### src/hw/rtl/assert_macros.svh
// ---------------------------------------------------------------------------
// Assertion macros
// Shared concurrent assertion forms for the RTL folder.
// ---------------------------------------------------------------------------
`ifndef ASSERT_MACROS_SVH
`define ASSERT_MACROS_SVH

// Check on every rising edge, switched off while reset is high.
`define ASSERT_CLKD(label, clk, rst, prop, msg) \
  label: assert property (@(posedge clk) disable iff (rst) prop) else $error(msg);

// Check on every rising edge, reset included.
`define ASSERT_CLK(label, clk, prop, msg) \
  label: assert property (@(posedge clk) prop) else $error(msg);

`endif

### src/hw/rtl/ps2mpc_pkg.sv
// ---------------------------------------------------------------------------
// ps2mpc_pkg
// Types and constants of the PS/2 mouse packet and cursor block.
// ---------------------------------------------------------------------------
package ps2mpc_pkg;

  // Header byte bit positions
  localparam int unsigned LB_BIT    = 0;
  localparam int unsigned RB_BIT    = 1;
  localparam int unsigned MB_BIT    = 2;
  localparam int unsigned SYNC_BIT  = 3;
  localparam int unsigned XSIGN_BIT = 4;
  localparam int unsigned YSIGN_BIT = 5;
  localparam int unsigned XOV_BIT   = 6;
  localparam int unsigned YOV_BIT   = 7;

  localparam int unsigned COORD_W  = 11;
  localparam int unsigned MOVE_W   = 9;
  localparam int unsigned SUM_W    = 13;
  localparam int unsigned CFG_IDX_W = 2;

  localparam logic [CFG_IDX_W-1:0] CFG_X_LIMIT = 2'd0;
  localparam logic [CFG_IDX_W-1:0] CFG_Y_LIMIT = 2'd1;

  localparam logic [COORD_W-1:0] X_LIMIT_RST  = 11'd800;
  localparam logic [COORD_W-1:0] Y_LIMIT_RST  = 11'd600;
  localparam logic [COORD_W-1:0] POSITION_RST = 11'd10;

  // Byte position within a packet
  typedef enum logic [2:0] {
    POS_HEADER = 3'b001,
    POS_SECOND = 3'b010,
    POS_THIRD  = 3'b100
  } pos_t;

endpackage

### src/hw/rtl/ps2_mouse_packet_cursor.sv
// ---------------------------------------------------------------------------
// ps2_mouse_packet_cursor
// PS/2 three-byte packet parser with a clamped cursor position.
// ---------------------------------------------------------------------------
// Mouse bytes enter on the slave stream, tuser set marking a failed read.
// A failed read drops the byte and restarts the packet; a header byte
// without bit 3 set is dropped. On the third byte the cursor moves: X adds
// the movement, Y subtracts it, each clamped to 0..limit, and an axis whose
// overflow flag is set keeps its position. One result request then carries
// the packet fields and the new position. The block takes one byte per
// clock cycle while intake is not paused; an accepted byte passes the input
// register, then parse and clamp logic into the result register. Intake
// pauses only while a finished result is held by the master side and the
// byte at the input register would make another. The user must write limits
// through the cfg port only while the block is idle; the block itself does
// not enforce it. Index 0 is x_limit, index 1 is y_limit, other indexes are
// ignored. Cursor starts at (10, 10); limits reset to 800 and 600.
`include "assert_macros.svh"

module ps2_mouse_packet_cursor (
  input  logic                              clk,
  input  logic                              rst,
  // slave stream
  input  logic                              s_axis_tvalid,
  output logic                              s_axis_tready,
  input  logic [7:0]                        s_axis_tdata,  // [7:0] data_byte
  input  logic                              s_axis_tuser,  // [0] read_error
  // master stream
  output logic                              m_axis_tvalid,
  input  logic                              m_axis_tready,
  // [0] left_button, [1] right_button, [2] middle_button, [11:3] move_x,
  // [20:12] move_y, [21] x_overflowed, [22] y_overflowed,
  // [33:23] cursor_x, [44:34] cursor_y, [47:45] zero
  output logic [47:0]                       m_axis_tdata,
  // configuration write
  input  logic                              cfg_valid,
  output logic                              cfg_ready,
  input  logic [ps2mpc_pkg::CFG_IDX_W-1:0]  cfg_index,
  input  logic [ps2mpc_pkg::COORD_W-1:0]    cfg_data
);

  import ps2mpc_pkg::*;

  // Clamp pos + delta to 0..limit
  function automatic logic [COORD_W-1:0] clamp_move(
    input logic [COORD_W-1:0] pos_in,
    input logic [SUM_W-1:0]   delta,
    input logic [COORD_W-1:0] limit
  );
    logic [SUM_W-1:0] sum;
    logic [COORD_W-1:0] res;
    sum = {2'b00, pos_in} + delta;
    if (sum[SUM_W-1]) begin
      res = '0;
    end else if (sum[SUM_W-2:0] > {1'b0, limit}) begin
      res = limit;
    end else begin
      res = sum[COORD_W-1:0];
    end
    return res;
  endfunction

  // Configuration registers
  logic [COORD_W-1:0] x_limit;
  logic [COORD_W-1:0] y_limit;

  // Input register
  logic       in_valid;
  logic [7:0] in_byte;
  logic       in_err;

  // Packet state
  pos_t               pos;
  pos_t               pos_next;
  logic [7:0]         header_byte;
  logic [7:0]         second_byte;
  logic [COORD_W-1:0] position_x;
  logic [COORD_W-1:0] position_y;

  // Result register
  logic               out_valid;
  logic               out_lb;
  logic               out_rb;
  logic               out_mb;
  logic [MOVE_W-1:0]  out_move_x;
  logic [MOVE_W-1:0]  out_move_y;
  logic               out_xov;
  logic               out_yov;
  logic [COORD_W-1:0] out_cx;
  logic [COORD_W-1:0] out_cy;

  logic               produce;
  logic               hdr_load;
  logic               sec_load;
  logic               advance;
  logic [MOVE_W-1:0]  move_x;
  logic [MOVE_W-1:0]  move_y;
  logic [SUM_W-1:0]   delta_x;
  logic [SUM_W-1:0]   delta_y;
  logic [COORD_W-1:0] position_x_next;
  logic [COORD_W-1:0] position_y_next;

  assign cfg_ready = 1'b1;

  // Decode the byte held in the input register
  always_comb begin
    pos_next = pos;
    produce  = 1'b0;
    hdr_load = 1'b0;
    sec_load = 1'b0;
    if (in_err) begin
      pos_next = POS_HEADER;
    end else begin
      unique case (pos)
        POS_SECOND: begin
          sec_load = 1'b1;
          pos_next = POS_THIRD;
        end
        POS_THIRD: begin
          produce  = 1'b1;
          pos_next = POS_HEADER;
        end
        default: begin
          // drop a header byte without sync
          if (in_byte[SYNC_BIT]) begin
            hdr_load = 1'b1;
            pos_next = POS_SECOND;
          end else begin
            pos_next = POS_HEADER;
          end
        end
      endcase
    end
  end

  // Movement and clamped position; Y grows downward, so subtract dy
  assign move_x  = {header_byte[XSIGN_BIT], second_byte};
  assign move_y  = {header_byte[YSIGN_BIT], in_byte};
  assign delta_x = {{(SUM_W-MOVE_W){move_x[MOVE_W-1]}}, move_x};
  assign delta_y = SUM_W'(0) - {{(SUM_W-MOVE_W){move_y[MOVE_W-1]}}, move_y};

  assign position_x_next = header_byte[XOV_BIT] ? position_x
                                                : clamp_move(position_x, delta_x, x_limit);
  assign position_y_next = header_byte[YOV_BIT] ? position_y
                                                : clamp_move(position_y, delta_y, y_limit);

  // Hold the input byte only when it makes a result and the result slot is full and not taken
  assign advance       = in_valid && (!produce || !out_valid || m_axis_tready);
  assign s_axis_tready = !in_valid || advance;

  // Input register
  always_ff @(posedge clk) begin
    if (rst) begin
      in_valid <= 1'b0;
    end else if (s_axis_tready) begin
      in_valid <= s_axis_tvalid;
    end
  end

  always_ff @(posedge clk) begin
    if (s_axis_tready && s_axis_tvalid) begin
      in_byte <= s_axis_tdata;
      in_err  <= s_axis_tuser;
    end
  end

  // Configuration writes
  always_ff @(posedge clk) begin
    if (rst) begin
      x_limit <= X_LIMIT_RST;
      y_limit <= Y_LIMIT_RST;
    end else if (cfg_valid && cfg_ready) begin
      unique case (cfg_index)
        CFG_X_LIMIT: x_limit <= cfg_data;
        CFG_Y_LIMIT: y_limit <= cfg_data;
        default: ;
      endcase
    end
  end

  // Packet state and cursor
  always_ff @(posedge clk) begin
    if (rst) begin
      pos         <= POS_HEADER;
      header_byte <= '0;
      second_byte <= '0;
      position_x  <= POSITION_RST;
      position_y  <= POSITION_RST;
    end else if (advance) begin
      pos <= pos_next;
      if (hdr_load) begin
        header_byte <= in_byte;
      end
      if (sec_load) begin
        second_byte <= in_byte;
      end
      if (produce) begin
        position_x <= position_x_next;
        position_y <= position_y_next;
      end
    end
  end

  // Result register
  always_ff @(posedge clk) begin
    if (rst) begin
      out_valid <= 1'b0;
    end else if (advance && produce) begin
      out_valid <= 1'b1;
    end else if (m_axis_tready) begin
      out_valid <= 1'b0;
    end
  end

  always_ff @(posedge clk) begin
    if (advance && produce) begin
      out_lb     <= header_byte[LB_BIT];
      out_rb     <= header_byte[RB_BIT];
      out_mb     <= header_byte[MB_BIT];
      out_move_x <= move_x;
      out_move_y <= move_y;
      out_xov    <= header_byte[XOV_BIT];
      out_yov    <= header_byte[YOV_BIT];
      out_cx     <= position_x_next;
      out_cy     <= position_y_next;
    end
  end

  assign m_axis_tvalid = out_valid;
  assign m_axis_tdata  = {3'b000, out_cy, out_cx, out_yov, out_xov,
                          out_move_y, out_move_x, out_mb, out_rb, out_lb};

  // Assertions
  `ASSERT_CLK(a_no_result_after_reset, clk, rst |=> !out_valid, "result valid after reset")
  `ASSERT_CLKD(a_err_restarts, clk, rst, advance && in_err |=> pos == POS_HEADER,
               "read error did not restart the packet")
  `ASSERT_CLKD(a_result_loaded, clk, rst, advance && produce |=> out_valid,
               "third byte gave no result")
  `ASSERT_CLKD(a_stall_cause, clk, rst,
               in_valid && !advance |-> out_valid && !m_axis_tready && produce,
               "input held without a blocked result")

endmodule
### config.mk
export PLATFORM = sky130hd
export DESIGN_NAME = ps2_mouse_packet_cursor
export DESIGN_NICKNAME = d
export VERILOG_FILES = /design/src/hw/rtl/ps2mpc_pkg.sv /design/src/hw/rtl/ps2_mouse_packet_cursor.sv
export VERILOG_INCLUDE_DIRS = /design/src /design/src/hw/rtl
export SDC_FILE = /design/constraint.sdc
export NUM_CORES = 1
export LEC_CHECK = 0
export BUFFER_PORTS_ARGS = -buffer_cell sky130_fd_sc_hd__buf_4
export CAP_MARGIN = 0
export CORE_MARGIN = 10
export CORE_UTILIZATION = 40
export DETAILED_ROUTE_END_ITERATION = 7
export GPL_ROUTABILITY_DRIVEN = 1
export SETUP_SLACK_MARGIN = 0.1
export SYNTH_ARGS = -nofsm -noshare
export SYNTH_HDL_FRONTEND = slang
export SYNTH_SLANG_ARGS = --single-unit
### constraint.sdc
create_clock -name clk -period 10.84 [get_ports clk]
set_input_delay 0.542 -clock clk [delete_from_list [all_inputs] [get_ports clk]]
set_output_delay 0.542 -clock clk [all_outputs]
set_load 0.02 [all_outputs]
## Yosys cells after proc, flatten, opt, wreduce, memory -nomap -nowiden

Index checks and enable logic that the tools add are counted.

- Register bits after elaboration: 119
- Bits of input ports: 27

- $add $sub $neg: 3
- $lt $le $gt $ge: 2
- Eq/ne operators: 3
- Muxes and demuxes: 18
- Reduce and logical (&&, ||, !) cells: 17

Operators with widths:

| kind | number |
|---|---|
| 11-bit 2-to-1 mux | 6 |
| 12-bit by 11-bit > comparator with 1-bit output | 2 |
| 12-bit by 10-bit adder with 13-bit output | 1 |
| 12-bit by 9-bit adder with 13-bit output | 1 |
| 2-bit AND reduction | 5 |
| 1-bit by 9-bit subtractor with 10-bit output (first input constant) | 1 |
| 1-bit 2-to-1 mux | 9 |
| 3-bit case mux with 2 select lines | 1 |
| 3-bit by 2-bit == test with 1-bit output (second input constant) | 1 |
| 3-bit == test (second input constant) | 1 |
| 1-bit logical AND | 3 |
| 1-bit logical NOT | 3 |
| 1-bit logical OR | 3 |
| 3-bit 2-to-1 mux | 1 |
| 2-bit by 1-bit == test with 1-bit output (second input constant) | 1 |
| 2-bit logical NOT | 1 |
| 2-bit 2-to-1 mux | 1 |
| 2-bit nonzero test | 1 |
| 2-bit OR reduction | 1 |

## Depth between registers and ports, before layout

- Depth in word-level cells: 9
- Gate-level depth with buffers: 19
- Mapped depth without buffers: 18

## Worst setup path before layout

Ideal clock, no wire load.

- Path type: register to register
- Start: register in_byte[0]
- End: register out_cy[10] (data pin)
- Setup time: 0.261 ns
- Data arrival time: 3.692 ns
- Data required time: 10.579 ns
- Path slack: 6.887 ns
- Stages on the path, launching flop included: 18
- Path buffers: 0
- Period minus slack after synthesis: 3.953 ns
- Cell sequence: edfxtp_1 -> ha_1 -> inv_1 -> fa_1 -> a21o_1 -> a2111oi_1 -> nand2b_1 -> a31oi_1 -> xor2_1 -> inv_1 -> ha_1 -> and3_1 -> nand3_1 -> a21oi_1 -> a211oi_1 -> o211ai_2 -> nor3b_2 -> a221o_1

- Word-level cells in the longest chain between the ends: 6

Ends and longest elaborated chain:

| element | RTL line | source |
|---|---|---|
| from (decl) | ps2_mouse_packet_cursor.sv:69 | `logic [7:0] in_byte;` |
| from (signal assigned) | ps2_mouse_packet_cursor.sv:162 | `in_byte <= s_axis_tdata;` |
| 1-bit by 9-bit subtractor with 10-bit output * | ps2_mouse_packet_cursor.sv:140 | `assign delta_y = SUM_W'(0) - {{(SUM_W-MOVE_W){move_y[MOVE_W-1]}}, move_y};` |
| 12-bit by 10-bit adder with 13-bit output * | ps2_mouse_packet_cursor.sv:52 | `sum = {2'b00, pos_in} + delta;` |
| 12-bit by 11-bit > comparator with 1-bit output | ps2_mouse_packet_cursor.sv:55 | `end else if (sum[SUM_W-2:0] > {1'b0, limit}) begin` |
| 11-bit 2-to-1 mux | ps2_mouse_packet_cursor.sv:55 |  |
| 11-bit 2-to-1 mux * | ps2_mouse_packet_cursor.sv:53 | `if (sum[SUM_W-1]) begin` |
| 11-bit 2-to-1 mux * | ps2_mouse_packet_cursor.sv:144 | `assign position_y_next = header_byte[YOV_BIT] ? position_y` |
| net position_y_next[10] | ps2_mouse_packet_cursor.sv:101 | `logic [COORD_W-1:0] position_y_next;` |
| to (signal assigned) | ps2_mouse_packet_cursor.sv:225 | `out_cy <= position_y_next;` |
| to (decl) | ps2_mouse_packet_cursor.sv:90 | `logic [COORD_W-1:0] out_cy;` |

Mark *: on every way through the listed nets, which the timed path passes. The rest lies on a longest branch.
A chain may end at the register's enable or synchronous reset.

## Final worst setup path

- Start: register in_byte[0]
- End: register out_cy[7] (data pin)

The elaborated chain is that of the path after synthesis.

==> summary.txt <==
Floorplan
  – Row cnt: 45
  – Die X: roughly 150 µm
  – Ports: 78
  – Core footprint: between 15000 and 20000 µm²
  – Die area: approximately 21000 µm²
  – Initial Util: 0.411
  – Die outline height: between 100 and 150 µm

Worst setup path
  – Largest delay share family, worst path: compound AO/OA/AOI/OAI gates
  – CP max stage cell: a2111oi_1
  – Peak fanout along the critical path: 16
  – WP buf/inv: 2
  – CP Cell Sequence: ha_1 -> inv_1 -> fa_1 -> a21o_1 -> a2111oi_1 -> nand2b_1 -> a31oi_1 -> xor2_1 -> inv_1 -> ha_1 -> and3_1 -> nand3_1 -> a21oi_1 -> a211oi_1 -> o211ai_2 -> nor3b_2 -> a221o_1
  – CP Data Required Time: around 11000 ps
  – Worst path arrival time: 5000 ps
  – CP Launch Point: in_byte[0]
  – Type of origin of the critical path: register
  – Max stage delay on crit path: around 560 ps
  – CP Capture Type: register
  – R2R Path Start: in_byte[0]
  – Setup CP Type: reg -> reg

Logic synthesis
  – Primary FF master, synth: dfxtp_1
  – Syn Area/Cell: 9.94 µm²
  – Syn Inst Count: 631
  – Number of synthesized flops with an enable pin: 54
  – Yosys warnings: 0
  – Synth Cell Area: between 6000 and 7000 µm²
  – FFs w/ async S/R, synth: 0
  – Yosys reg bits: roughly 120
  – Seq/Total Area, Yosys: 0.463
  – Distinct cell type count after synthesis: 71

Route
  – Routed Antenna Nets: 0
  – Via/cell ratio: between 5 and 6
  – DRC Markers: 0
  – WL final: 16.1 mm
  – DRT iter0 DRCs: 304
  – WL per Instance: 17.4 µm
  – First-pass iteration count of the detailed router: 5
  – Vias post-DR: just under 5000

Clock tree
  – Root buffer cell: clkbuf_16
  – Worst-Skew Late Latency: approximately 420 ps
  – CTS tree: yes
  – Clock Pin Slew Worst Setup and Hold Paths: approximately 60 ps
  – Post-cts hold buffer count: 0
  – Num CTS Buffers: 17
  – Post-CTS Setup Inserts: 0
  – Cts repair resizes: 0
  – H-tree lvl count: 4
  – Bufs on Longest Clock Path: 2
  – Clk sink count: about 120

Power
  – Static Leakage: 3.10 nW
  – Flop pwr share: 0.423
  – Max IR drop VDD: between 0.1 and 0.15 mV
  – Internal power: approximately 870 µW
  – Clock network power share: 0.518
  – Psw: 260 µW
  – Combinational share of power: 0.058
  – Pwr/cell area: 149 nW/µm²
  – Switching part of the total power: 0.231

STA
  – Slew of the pin with the lowest slew margin: between 1000 and 1500 ps
  – Setup violators final: 0
  – Final Hold Viols: 0
  – Final period utilization: 0.446
  – Fin Setup TNS: 0 ps
  – Fin Hold WS: between 200 and 300 ps
  – Setup ws final: 6010 ps
  – Relative slew slack: 0.235
  – Max Slew Vio Count: 0
  – Unrepaired setup endpoints after global routing: no
  – Post-layout min period: about 4800 ps
  – Skew final: 7.20 ps
  – Fmax: between 200 and 250 MHz

Final layout
  – # diodes: 0
  – Area of the multi-input gates: 3040 µm²
  – Share of post-route cells with drive strength above 1: 0.186
  – Fillers: roughly 1400
  – Final Util: 0.494
  – Area growth syn-to-layout: 20.3%
  – Register Area: between 2000 and 3000 µm²
  – Most common cell after layout, fill and taps aside: nand2_1
  – Commonest non-fill, non-tap cells in the layout: 82 x nand2_1, 75 x buf_4, 64 x dfxtp_1
  – Fin nets: a little under 800

Placed design
  – GPL Wtd Cong: 0.899
  – I/O Buffers: between 70 and 80
  – Post-place setup slack: between 6000 and 7000 ps
  – Dpl hpwl: 12.1 mm

Run status
  – Status: finished, final reports clean

Min path
  – Hold path start: s_axis_tdata[4]
  – Hold Path Class: in -> reg

Global routing
  – Vias in the first global route: roughly 4800
  – Remaining global-route overflow: 0
  – Tot GR Track Use: 0.152
  – First-pass GRT wire length: between 20 and 30 mm
  – Largest net degree at the start of global routing: 46
  – Initial antenna violation count: 0

Job
  – Max-Cap Viols: 0
[cell usage after synthesis, drive strengths merged (4+ instances only)]
master  instances  share of area
or2             7         0.0070
nor3            4         0.0032
clkbuf         17          0.010
nand3           4         0.0032
ha             46          0.092
dfxtp          64           0.20
nand2          82          0.049
and3            7         0.0070
buf            14          0.018
o21a            4         0.0048
mux2i          27          0.043
o31ai          17          0.025
nor4            4         0.0050
o211ai          9          0.012
and2            5         0.0050
or3             5         0.0066
nor2           41          0.025
a21oi          50          0.042
nand4           4         0.0040
o21ai          36          0.029
xnor2          15          0.022
xor2            4         0.0056
a221o           4         0.0064
inv            44          0.026
edfxtp         54           0.26
nand2b          6         0.0060
a211oi          5         0.0068
a21o            5         0.0060
[path summary, 6_finish.rpt]
| path | to | slack [ps] | depth (start not counted) |
|---|---|---|---|
| setup / recovery | out_cy[7] | 6010 | 17 |
| hold / removal | in_byte[4] | 300 | 1 |
| setup reg to reg | out_cy[7] | 6010 | 17 |
| hold reg to reg | out_mb | 430 | 0 |
[routing by layer]
| metal | vias up | part of all wire | routed length [µm] | track usage |
|---|---|---|---|---|
| li1 | 2392 | - | - | - |
| met5 | - | 0 | 0 | 0 |
| met2 | 92 | 0.50 | 8060 | 0.258 |
| met3 | 23 | 0.034 | 544 | 0.0373 |
| met4 | 0 | 0.017 | 270 | 0.0546 |
| met1 | 2323 | 0.45 | 7180 | 0.183 |
[registers in the layout, summed over array words and instances, names as in the netlist]
| register | cells |
|---|---|
| out_cy | 11 |
| x_limit | 11 |
| out_move_y | 9 |
| header_byte | 7 |
| y_limit | 11 |
| out_move_x | 9 |
| position_y | 11 |
| out_xov | 1 |
| out_lb | 1 |
| out_cx | 11 |
| out_yov | 1 |
| position_x | 11 |
| second_byte | 8 |
| in_byte | 8 |
| out_rb | 1 |
| in_valid | 1 |
| pos | 3 |
| m_axis_tvalid | 1 |
| out_mb | 1 |
| in_err | 1 |
[cell families after synthesis]
kind of cell	after synthesis	synth area share
buffers and inverters	75	0.0545
adders and majority gates	48	0.0981
and+or+nand+nor	184	0.142
muxes	27	0.0431
DFF	118	0.463
other	2	0.00120
AOI/OAI and AO/OA	158	0.170
xor gates and xnor gates	19	0.0277
[cell type report]
class | count | share of cell area
clock buffers | 19 | 0.0587
well taps | 211 | 0.0350
inverters | 44 | 0.0219
repair buffers | 75 | 0.0746
clock inverters | 13 | 0.0227
flip-flops and latches | 118 | 0.385
multi-input cells | 440 | 0.402
[through the flow]
step                      total power, mW  cell area (µm²)  cells
after floorplan                     0.529             6280    633
after global placement              0.550             6930    888
after detailed placement            0.552             6930    888
after CTS                            1.14             7540    920
after global routing                 1.16             7540    920
final                                1.13             7540    920
[power by group through the flow]
| stage | Sequential [mW] | Combinational, mW | Clock (mW) |
|---|---|---|---|
| after floorplan | 0.483 | 0.0466 | 0 |
| after detailed placement | 0.487 | 0.0654 | 0 |
| after global routing | 0.478 | 0.0727 | 0.614 |
| after global placement | 0.486 | 0.0639 | 0 |
| final | 0.477 | 0.0659 | 0.584 |
| after CTS | 0.477 | 0.0658 | 0.593 |
[worst reg2reg max path, cell delays in order (launching register included)]
cell	delay, ps
edfxtp_1	430
ha_1	200
inv_1	50
fa_1	400
a21o_1	200
a2111oi_1	560
nand2b_1	120
a31oi_1	220
xor2_1	270
inv_1	70
ha_1	270
and3_1	200
nand3_1	100
a21oi_1	50
a211oi_1	270
o211ai_2	440
nor3b_2	350
a221o_1	370
Power figures use the tool's default switching activity.
